File: config.mk
export PLATFORM = sky130hd
export DESIGN_NAME = usm_core
export DESIGN_NICKNAME = d
export VERILOG_FILES = /design/src/design/usm_pkg.sv /design/src/design/usm_core.sv
export SDC_FILE = /design/constraint.sdc
export NUM_CORES = 1
export LEC_CHECK = 0
export ABC_AREA = 1
export BUFFER_PORTS_ARGS = -buffer_cell sky130_fd_sc_hd__buf_2
export CAP_MARGIN = 20
export CORE_ASPECT_RATIO = 1.75
export CORE_MARGIN = 5
export CORE_UTILIZATION = 60
export DETAILED_ROUTE_END_ITERATION = 16
export GPL_ROUTABILITY_DRIVEN = 0
export GPL_TIMING_DRIVEN = 0
export PLACE_DENSITY = 0.79
export SYNTH_ARGS = -nofsm -noshare
export SYNTH_HDL_FRONTEND = slang
export SYNTH_SLANG_ARGS = --single-unit
File: constraint.sdc
create_clock -name clk -period 2.51 [get_ports clk]
set_input_delay 0.3765 -clock clk [delete_from_list [all_inputs] [get_ports clk]]
set_output_delay 0.3765 -clock clk [all_outputs]
set_load 0.005 [all_outputs]
File: src/design/usm_pkg.sv
package usm_pkg;

    localparam int RX_DEPTH = 16;
    localparam int RX_CNT_W = $clog2(RX_DEPTH + 1);
    localparam int RX_IDX_W = (RX_DEPTH > 1) ? $clog2(RX_DEPTH) : 1;
    localparam logic [RX_CNT_W-1:0] RX_FULL = RX_CNT_W'(RX_DEPTH);

    localparam logic [7:0] TC_DELAY_RESET = 8'd20;

    typedef enum logic [2:0] {
        FUNC_TICK  = 3'd0,
        FUNC_RD_DR = 3'd1,
        FUNC_WR_DR = 3'd2,
        FUNC_RD_SR = 3'd3,
        FUNC_PUSH  = 3'd4
    } func_t;

    typedef struct packed {
        logic [2:0] func;
        logic [7:0] tx_data;
        logic [7:0] rx_byte;
    } item_t;

    typedef struct packed {
        logic [7:0] read_value;
        logic       tx_valid;
        logic [7:0] tx_byte;
        logic       tx_done;
        logic       push_dropped;
    } result_t;

endpackage

File: src/design/usm_core.sv
module usm_core (
    input  logic             clk,
    input  logic             rst_n,
    input  logic             step_en,
    input  usm_pkg::item_t   item,
    input  logic             cfg_we,
    input  logic [7:0]       cfg_wdata,
    output usm_pkg::result_t result
);

    logic [7:0]                  tc_delay_reg;
    logic [7:0]                  shift_reg,       shift_next;
    logic                        receiving_reg,   receiving_next;
    logic                        sending_reg,     sending_next;
    logic                        full_reg,        full_next;
    logic                        busy_reg,        busy_next;
    logic                        clr_pend_reg,    clr_pend_next;
    logic [7:0]                  tc_cnt_reg,      tc_cnt_next;
    logic                        tc_armed_reg,    tc_armed_next;
    logic [7:0]                  data_reg,        data_next;
    logic                        ore_reg,         ore_next;
    logic                        rxne_reg,        rxne_next;
    logic                        tc_reg,          tc_next;
    logic                        txe_reg,         txe_next;
    logic [usm_pkg::RX_CNT_W-1:0] rx_pos_reg,     rx_pos_next;
    logic [usm_pkg::RX_CNT_W-1:0] rx_len_reg,     rx_len_next;
    logic [7:0]                  rx_store [usm_pkg::RX_DEPTH];
    logic                        push_en;
    logic [7:0]                  store_rd;

    assign store_rd = rx_store[rx_pos_reg[usm_pkg::RX_IDX_W-1:0]];
    assign push_en  = step_en && (usm_pkg::func_t'(item.func) == usm_pkg::FUNC_PUSH)
                   && (rx_len_reg < usm_pkg::RX_FULL);

    always_comb
    begin
        shift_next     = shift_reg;
        receiving_next = receiving_reg;
        sending_next   = sending_reg;
        full_next      = full_reg;
        busy_next      = busy_reg;
        clr_pend_next  = clr_pend_reg;
        tc_cnt_next    = tc_cnt_reg;
        tc_armed_next  = tc_armed_reg;
        data_next      = data_reg;
        ore_next       = ore_reg;
        rxne_next      = rxne_reg;
        tc_next        = tc_reg;
        txe_next       = txe_reg;
        rx_pos_next    = rx_pos_reg;
        rx_len_next    = rx_len_reg;
        result         = '0;

        unique case (usm_pkg::func_t'(item.func))
            usm_pkg::FUNC_TICK:
            begin
                // receiver runs only while the shifter is not owned by a send
                if (!busy_reg)
                begin
                    if (receiving_reg)
                    begin
                        if (rx_len_reg == '0)
                        begin
                            receiving_next = 1'b0;
                        end
                        else if (rx_pos_reg >= rx_len_reg || rx_pos_reg >= usm_pkg::RX_FULL)
                        begin
                            // store drained: rewind it
                            receiving_next = 1'b0;
                            rx_len_next    = '0;
                            rx_pos_next    = '0;
                        end
                        else
                        begin
                            shift_next     = store_rd;
                            full_next      = 1'b1;
                            receiving_next = 1'b0;
                        end
                    end
                    else if (full_reg)
                    begin
                        if (rxne_reg)
                        begin
                            ore_next = 1'b1;
                        end
                        else
                        begin
                            data_next      = shift_reg;
                            rxne_next      = 1'b1;
                            full_next      = 1'b0;
                            receiving_next = 1'b1;
                            if (rx_pos_reg < usm_pkg::RX_FULL)
                                rx_pos_next = rx_pos_reg + 1'b1;
                        end
                    end
                    else if (rx_len_reg != '0)
                    begin
                        receiving_next = 1'b1;
                    end
                end
                else
                begin
                    if (tc_armed_reg && tc_cnt_reg != 8'd0)
                        tc_cnt_next = tc_cnt_reg - 8'd1;
                    priority if (sending_reg)
                    begin
                        result.tx_valid = 1'b1;
                        result.tx_byte  = shift_reg;
                        full_next       = 1'b0;
                        sending_next    = 1'b0;
                        tc_cnt_next     = tc_delay_reg;
                        tc_armed_next   = 1'b1;
                    end
                    else if (full_reg)
                    begin
                        sending_next = 1'b1;
                    end
                    else if (!txe_reg)
                    begin
                        shift_next = data_reg;
                        full_next  = 1'b1;
                        txe_next   = 1'b1;
                    end
                    else if (tc_armed_reg && tc_cnt_next == 8'd0)
                    begin
                        busy_next      = 1'b0;
                        tc_armed_next  = 1'b0;
                        tc_next        = 1'b1;
                        result.tx_done = 1'b1;
                    end
                end
            end
            usm_pkg::FUNC_RD_DR:
            begin
                result.read_value = data_reg;
                rxne_next = 1'b0;
                // the shifter content moves in once RXNE has dropped
                if (full_reg)
                begin
                    data_next      = shift_reg;
                    rxne_next      = 1'b1;
                    full_next      = 1'b0;
                    receiving_next = 1'b1;
                    if (rx_pos_reg < usm_pkg::RX_FULL)
                        rx_pos_next = rx_pos_reg + 1'b1;
                end
                if (clr_pend_reg)
                begin
                    clr_pend_next = 1'b0;
                    ore_next      = 1'b0;
                end
            end
            usm_pkg::FUNC_WR_DR:
            begin
                data_next     = item.tx_data;
                txe_next      = 1'b0;
                tc_next       = 1'b0;
                busy_next     = 1'b1;
                tc_armed_next = 1'b0;
                tc_cnt_next   = 8'd0;
            end
            usm_pkg::FUNC_RD_SR:
            begin
                result.read_value = {txe_reg, tc_reg, rxne_reg, 1'b0, ore_reg, 3'b000};
                if (ore_reg)
                    clr_pend_next = 1'b1;
            end
            usm_pkg::FUNC_PUSH:
            begin
                if (rx_len_reg < usm_pkg::RX_FULL)
                    rx_len_next = rx_len_reg + 1'b1;
                else
                    result.push_dropped = 1'b1;
            end
            default:
            begin
            end
        endcase
    end

    always_ff @(posedge clk or negedge rst_n)
    begin
        if (!rst_n)
        begin
            tc_delay_reg  <= usm_pkg::TC_DELAY_RESET;
            shift_reg     <= 8'd0;
            receiving_reg <= 1'b0;
            sending_reg   <= 1'b0;
            full_reg      <= 1'b0;
            busy_reg      <= 1'b0;
            clr_pend_reg  <= 1'b0;
            tc_cnt_reg    <= 8'd0;
            tc_armed_reg  <= 1'b0;
            data_reg      <= 8'd0;
            ore_reg       <= 1'b0;
            rxne_reg      <= 1'b0;
            tc_reg        <= 1'b1;
            txe_reg       <= 1'b1;
            rx_pos_reg    <= '0;
            rx_len_reg    <= '0;
        end
        else
        begin
            if (cfg_we)
                tc_delay_reg <= cfg_wdata;
            if (step_en)
            begin
                shift_reg     <= shift_next;
                receiving_reg <= receiving_next;
                sending_reg   <= sending_next;
                full_reg      <= full_next;
                busy_reg      <= busy_next;
                clr_pend_reg  <= clr_pend_next;
                tc_cnt_reg    <= tc_cnt_next;
                tc_armed_reg  <= tc_armed_next;
                data_reg      <= data_next;
                ore_reg       <= ore_next;
                rxne_reg      <= rxne_next;
                tc_reg        <= tc_next;
                txe_reg       <= txe_next;
                rx_pos_reg    <= rx_pos_next;
                rx_len_reg    <= rx_len_next;
            end
        end
    end

    always_ff @(posedge clk)
    begin
        if (push_en)
            rx_store[rx_len_reg[usm_pkg::RX_IDX_W-1:0]] <= item.rx_byte;
    end

    a_armed_busy: assert property (@(posedge clk) disable iff (!rst_n)
        tc_armed_reg |-> busy_reg)
        else $error("tc wait armed without an active send");

    a_tc_txe: assert property (@(posedge clk) disable iff (!rst_n)
        tc_reg |-> txe_reg)
        else $error("TC set while data register still holds an unsent byte");

    a_pos_bound: assert property (@(posedge clk) disable iff (!rst_n)
        (rx_pos_reg <= usm_pkg::RX_FULL) && (rx_len_reg <= usm_pkg::RX_FULL))
        else $error("receive position or length beyond store depth");

    a_push_len: assert property (@(posedge clk) disable iff (!rst_n)
        push_en |=> rx_len_reg == $past(rx_len_reg) + 1'b1)
        else $error("accepted push did not advance the store length");

endmodule

==> summary.txt, run 1 <==
Synthesis
  – Sequential fraction of the synthesis area: 0.615
  – Area share of fa/ha/maj cells after synthesis: 0.0164
  – Synth area leaders: edfxtp_1 (46%), dfrtp_1 (14%), o21ai_0 (8.1%)
  – FF+latch count, synth: 180
  – Synth area leader: edfxtp_1
  – Synth cell count leaders: o21ai_0 (135), nor2_1 (129), edfxtp_1 (128)
  – Synthesized area: about 8400 um^2
  – Fraction of registers with async set/reset: 0.289
  – Post-Synth Simple-Gate Area: 0.153
  – Synth Area in Compound Gates: 0.157
  – Post-synth EDFFs: around 130
  – Count leader, synth: o21ai_0
  – Synthesized area per cell: between 10 and 15 um^2
  – Ys Warns: 0
  – Syn_nets: 868
  – Post-synth top area share: 0.459
  – Post-synthesis mux area share: 0
  – Syn Inst Count: around 830
  – Ys flop type: edfxtp_1
  – Unique cell type count in the Yosys netlist: between 40 and 50
  – Post-Synth XOR/XNOR Area: 0.00732
  – Largest family of logic cells by synthesized area: compound AO/OA/AOI/OAI gates

Setup path
  – Setup Crit Path Kind: flop to output pin
  – Slowest CP cell: dfrtp_1
  – Req. time, crit path: 2.13 ns
  – Critical path arrival: approximately 2.2 ns
  – CP most frequent cell: nor2_4
  – Critical Path, Cell by Cell: inv_2 > ha_4 > nand2_4 > nor2_4 > nor2_4 > nand2_1 > o21ai_0 > nor2_4 > nand3_2 > nor4_2 > buf_2
  – CP endpoint kind: output pin
  – CP Buf/Inv Count: 2
  – Critical Path Source Type: flop
  – Worst path max stage delay: roughly 0.42 ns
  – CP max FO: 7
  – CP top delay family: simple AND/OR/NAND/NOR gates

GRT
  – Largest net degree at the start of global routing: 41
  – Vias in the first global route: 6,438
  – Total track usage: 0.256
  – Wire length of the first global-routing pass: around 33,000 um
  – Initial antenna violation count: 0
  – Aggregate global routing overflow: 0

Run status
  – Failing checks: negative setup slack
  – Status: complete, but fails checks

Cells and area
  – Area grow syn2layout: 14.8%
  – Inserted Diodes: 0
  – Fin util: 0.695
  – NumNets Final: around 940
  – Fin cells: around 1,100
  – Share of post-route cells with drive strength above 1: 0.178
  – Largest register FFs: 128
  – Fill cells: 1,045

STA
  – Rel. slew slack: 0.442
  – Final Max Slew Viols: 0
  – Final hold vios: 0
  – Slew @ Worst Pin: 0.833 ns
  – Final setup fails: 1
  – Crit share post-route: 1.02
  – Clock skew: between 0.01 and 0.015 ns
  – FMAX: slightly below 400 MHz
  – RSZ-0062 raised after global routing: yes
  – Final min period: approximately 2.6 ns
  – Final worst setup slack: -0.0478 ns

Clock network
  – Root buffer cell: clkbuf_16
  – CTS tree: done
  – Clock sink count: 180
  – H-tree depth: 4
  – Total CTS buffers: 17
  – CTS clock-pin slew for the worst setup and hold paths: approximately 0.07 ns
  – CTS max path bufs: 2
  – Clk_lat worst skew: between 0.4 and 0.5 ns

Hold path
  – Worst Hold Class: primary input to flop

Power
  – Pwr/cell area: between 900 and 1000 nW/um^2
  – Worst vdd ir: approximately 0.7 mV
  – Lkg Pwr: between 3 and 4 nW

Detailed routing
  – Vias: between 6,000 and 7,000
  – DR pass1 iterations: 7
  – Post-DRT Antenna Nets: 0
  – Final WL: ~21,000 um
  – WL per Instance: ~19 um
  – Detailed Route Iter0 Violations: slightly above 500
  – Vias per cell: slightly below 6
  – DRC errors left: 0

Place
  – PortBufs: ~50
  – Post-Place Cells: 1,054
  – Post-detail-place hpwl: 14,800 um

Floorplanning
  – Core Box Area: approximately 14,000 um^2
  – Ports: 50
  – Die area: about 17,000 um^2
  – Starting density of the core: 0.606
  – Chip Height: around 170 um
  – # rows: 57
  – Die extent in x: between 90 and 100 um

Job
  – MaxCap Viol Count: 0
==> timing repair <==
action | CTS | global route
endpoints found under the hold margin | 12 | 0
gates cloned | 0 | 0
buffers inserted | 2 | 5
pin swaps | 4 | 4
endpoints found under the setup margin | 9 | 17
gates resized for setup | 16 | 14
hold buffers | 1 | 0
==> metal layers <==
layer	up-vias	part of all wire	track usage
met5	-	0	0
met4	0	0.058	0.149
met3	66	0.053	0.0429
met2	274	0.53	0.461
met1	3069	0.35	0.275
li1	3034	-	-
==> worst paths after layout <==
check | start | depth (start not counted) | slack, ns | end
worst max-delay path | tc_cnt_reg[1] | 11 | -0.05 | result[1]
worst min-delay path | cfg_wdata[6] | 3 | 0.16 | tc_delay_reg[6]
worst max register to register | rx_pos_reg[0] | 12 | 0.18 | shift_reg[7]
worst min register to register | tc_reg | 2 | 0.47 | tc_reg
max in group asynchronous | rst_n | 3 | 1.57 | tc_reg
min in group asynchronous | rst_n | 2 | 0.37 | tc_delay_reg[3]
==> layout make-up <==
type / instances / area (um^2) / share of cell area
flip-flops and latches: 180 / 5150 / 0.536
multi-input cells: 539 / 2890 / 0.300
clock buffers: 18 / 429 / 0.0446
repair buffers: 59 / 335 / 0.0349
inverters: 71 / 274 / 0.0285
well taps: 177 / 221 / 0.0230
clock inverters: 14 / 163 / 0.0169
plain buffers: 33 / 153 / 0.0159
==> logic make-up after synthesis <==
family	count (synthesis)
AOI/OAI and AO/OA	223
xor gates and xnor gates	7
adders and majority gates	11
buffers and inverters	107
DFF	180
and+or+nand+nor	298
==> per-stage QoR <==
stage / area, um^2 / hold slack (ns) / power (mW) / setup TNS (ns) / setup slack (ns)
2_1_floorplan: 8380 / 0.0809 / 5.56 / 0 / 0.431
3_3_place_gp: 8840 / 0.455 / 6.41 / -3.84 / -0.386
3_5_place_dp: 8880 / 0.288 / 6.48 / -2.49 / -0.0862
4_1_cts: 9550 / 0.154 / 9.25 / -0.0375 / -0.0375
5_1_grt: 9620 / 0.171 / 9.84 / -0.141 / -0.141
6_report: 9620 / 0.162 / 9.37 / -0.0478 / -0.0478
==> where the power goes <==
group | switching [mW] | total [mW] | internal (mW)
logic | 2.11 | 3.07 | 0.962
clock network | 1.29 | 2.65 | 1.36
registers | 0.201 | 3.66 | 3.46
==> cell usage in the layout, fill, tap and decap left out, drive strengths merged, types with 5 or more instances in the layout <==
cell,synthesis,layout
a21oi,23,23
o22ai,17,17
edfxtp,128,128
xor2,5,5
o21ai,147,147
nand3,29,29
o221ai,14,14
inv,70,82
dfrtp,48,48
buf,15,72
o211ai,15,15
ha,11,11
nor2,136,136
nand2,116,116
clkbuf,21,37
==> worst min-delay path: stages <==
cell and delay (ns):
buf_2 0.07, nand2_1 0.04, o21ai_0 0.06
No activity file was read; power rests on OpenSTA's default activity.
==> inputs of run 2 (changes only) <==
--- a/config.mk
+++ b/config.mk
@@ -10,11 +10,12 @@
 export CAP_MARGIN = 20
 export CORE_ASPECT_RATIO = 1.75
 export CORE_MARGIN = 5
-export CORE_UTILIZATION = 60
+export CORE_UTILIZATION = 50
 export DETAILED_ROUTE_END_ITERATION = 16
 export GPL_ROUTABILITY_DRIVEN = 0
 export GPL_TIMING_DRIVEN = 0
-export PLACE_DENSITY = 0.79
+export PLACE_DENSITY = 0.68
+export RECOVER_POWER = 100
 export SYNTH_ARGS = -nofsm -noshare
 export SYNTH_HDL_FRONTEND = slang
 export SYNTH_SLANG_ARGS = --single-unit
==> constraint.sdc (replaced) <==
create_clock -name clk -period 2.8 [get_ports clk]
set_input_delay 0.42 -clock clk [delete_from_list [all_inputs] [get_ports clk]]
set_output_delay 0.42 -clock clk [all_outputs]
set_load 0.005 [all_outputs]
==> run 2 against run 1 <==
Effect of this change: the flow now finishes without violations; sequential power down 11%; flip-flop and latch count unchanged; combinational power down 11%; utilization down 12 points; count of clock-buffer cells in the layout down 1; critical path depth unchanged; largest power group unchanged; highest routed layer unchanged.
==> summary.txt, run 2 (synthesis results as in run 1) <==
Setup path
  – Critical path arrival: about 2.2 ns
  – CP most frequent cell: nor2_4
  – R2R setup slack: around 0.22 ns
  – CP Buf/Inv Count: 2
  – Worst path max stage delay: 0.39 ns
  – Critical Path Start: tc_cnt_reg[0]
  – Req. time, crit path: 2.38 ns
  – Setup Crit Path Kind: flop to output pin
  – Worst r2r dst: data_reg[0]
  – Critical Path, Cell by Cell: inv_2 > ha_4 > nand2_2 > nor2_2 > nor2_4 > a21oi_2 > nand2_1 > nor2_4 > nand3_2 > nor4_2 > buf_2
  – Reg2reg start: receiving_reg
  – CP max FO: 7
  – CP endpoint kind: output pin
  – Levels on crit path: 11
  – Critical Path Source Type: flop
  – Cell depth of the worst flop-to-flop path: 8
  – CP endpoint: result[1]
  – Slowest CP cell: dfrtp_1
  – CP top delay family: simple AND/OR/NAND/NOR gates

Clock network
  – Total CTS buffers: 17
  – CTS clock-pin slew for the worst setup and hold paths: about 0.07 ns
  – Clock sink count: 180
  – CTS tree: done
  – H-tree depth: 4
  – CTS max path bufs: 2
  – Root buffer cell: clkbuf_16
  – Clk_lat worst skew: about 0.44 ns

Power
  – Seq pwr share: 0.386
  – Power Total: between 8 and 9 mW
  – Worst vdd ir: around 0.48 mV
  – Pwr/cell area: between 800 and 900 nW/um^2
  – Lkg Pwr: approximately 3.7 nW
  – Gate power share: 0.323
  – Pint: 5.20 mW
  – Net Sw Power: around 3.2 mW
  – Sw Ratio: 0.382
  – Clock power frac: 0.290

Cells and area
  – Area grow syn2layout: 13.7%
  – Finished Cell Area: between 9000 and 10,000 um^2
  – Share of post-route cells with drive strength above 1: 0.142
  – Inserted Diodes: 0
  – Fill cells: roughly 1,500
  – Largest register FFs: about 130
  – Multi-input logic area: roughly 2800 um^2
  – Reg area: just over 5000 um^2
  – Most common cell after layout, fill and taps aside: o21ai_0
  – Commonest non-fill, non-tap cells in the layout: o21ai_0 (135), edfxtp_1 (128), nor2_1 (127)
  – Fin cells: 1,135
  – NumNets Final: 940
  – Fin util: 0.579

Detailed routing
  – DR pass1 iterations: 5
  – Detailed Route Iter0 Violations: ~570
  – Post-DRT Antenna Nets: 0
  – DRC errors left: 0
  – Final WL: 21,900 um
  – WL per Instance: around 19 um
  – Vias per cell: 5.68
  – Vias: 6,450

Place
  – Placed cell area: just under 9000 um^2
  – PortBufs: 49
  – Worst slack, placed: 0.152 ns
  – Post-detail-place hpwl: 15,700 um
  – Post-Place Cells: between 1,000 and 1,500

Floorplanning
  – Ports: 50
  – Starting density of the core: 0.509
  – Die area: roughly 20,000 um^2
  – Die extent in x: ~110 um
  – Core Box Area: 16,400 um^2
  – Chip Height: ~180 um
  – # rows: between 60 and 70

STA
  – Rel. slew slack: 0.105
  – Final Max Slew Viols: 0
  – FMAX: 378 MHz
  – Final hold vios: 0
  – Final setup fails: 0
  – Clock skew: roughly 0.015 ns
  – Final min period: between 2 and 3 ns
  – Slew @ Worst Pin: 1.33 ns
  – Final worst setup slack: 0.154 ns
  – Crit share post-route: 0.945

GRT
  – Aggregate global routing overflow: 0
  – Largest net degree at the start of global routing: 32
  – Total track usage: 0.234
  – Wire length of the first global-routing pass: about 35,000 um
  – Initial antenna violation count: 0
  – Vias in the first global route: roughly 6,600

Job
  – MaxCap Viol Count: 0

Hold path
  – Worst Hold Class: primary input to flop

Run status
  – Status: finished clean
-- run 2: cell count changes in the layout (fill, tap and decap cells not counted), sizes merged --
cell / before / now
buf: 72 / 53
bufinv: 0 / 1
clkbuf: 37 / 52
clkinv: 3 / 8
inv: 82 / 77
-- run 2: how the worst min path moves through the flow --
stage                      start               to  depth (start not counted)
floorplan                  rst_n         busy_reg                          0
global placement          tc_reg           tc_reg                          2
detailed placement         rst_n      data_reg[5]                          1
CTS                 cfg_wdata[1]  tc_delay_reg[1]                          3
global route        cfg_wdata[4]  tc_delay_reg[4]                          3
finish              cfg_wdata[1]  tc_delay_reg[1]                          3
-- run 2: final cells by class --
| class | instances | share of cell area |
|---|---|---|
| flip-flops and latches | 180 | 0.541 |
| multi-input cells | 539 | 0.294 |
| clock buffers | 17 | 0.0446 |
| well taps | 224 | 0.0294 |
| inverters | 71 | 0.0288 |
| repair buffers | 53 | 0.0269 |
| clock inverters | 15 | 0.0186 |
| plain buffers | 36 | 0.0169 |
-- run 2: metrics by stage --
stage               setup TNS, ns  hold WS [ns]
floorplan                       0         0.124
global placement            -1.16         0.451
detailed placement              0         0.431
CTS                             0         0.188
global route             -0.00367         0.204
finish                          0         0.191
-- run 2: layer usage --
metal | vias to the layer above | part of all wire | track usage
met5 | - | 0 | 0
li1 | 3027 | - | -
met1 | 3174 | 0.36 | 0.256
met4 | 0 | 0.024 | 0.0950
met2 | 209 | 0.57 | 0.445
met3 | 40 | 0.038 | 0.0293
-- run 2: power groups by stage --
stage,Combinational (mW),Clock [mW],Sequential [mW]
2_1_floorplan,1.73,0,3.25
4_1_cts,2.63,2.46,3.24
3_3_place_gp,2.50,0,3.29
5_1_grt,3.02,2.56,3.27
3_5_place_dp,2.55,0,3.30
6_report,2.72,2.44,3.25
-- run 2: repair_timing --
item / 4_1_cts / 5_1_grt
pin swaps: 2 / 3
setup buffers: 0 / 1
hold buffers: 1 / 0
gates resized for setup: 7 / 10
hold endpoints to repair: 21 / 0
setup endpoints to repair: 1 / 2
cloned: 0 / 0
-- run 2: tightest hold or removal path: stages --
cell	delay [ns]
buf_2	0.08
nand2_1	0.04
o21ai_0	0.06
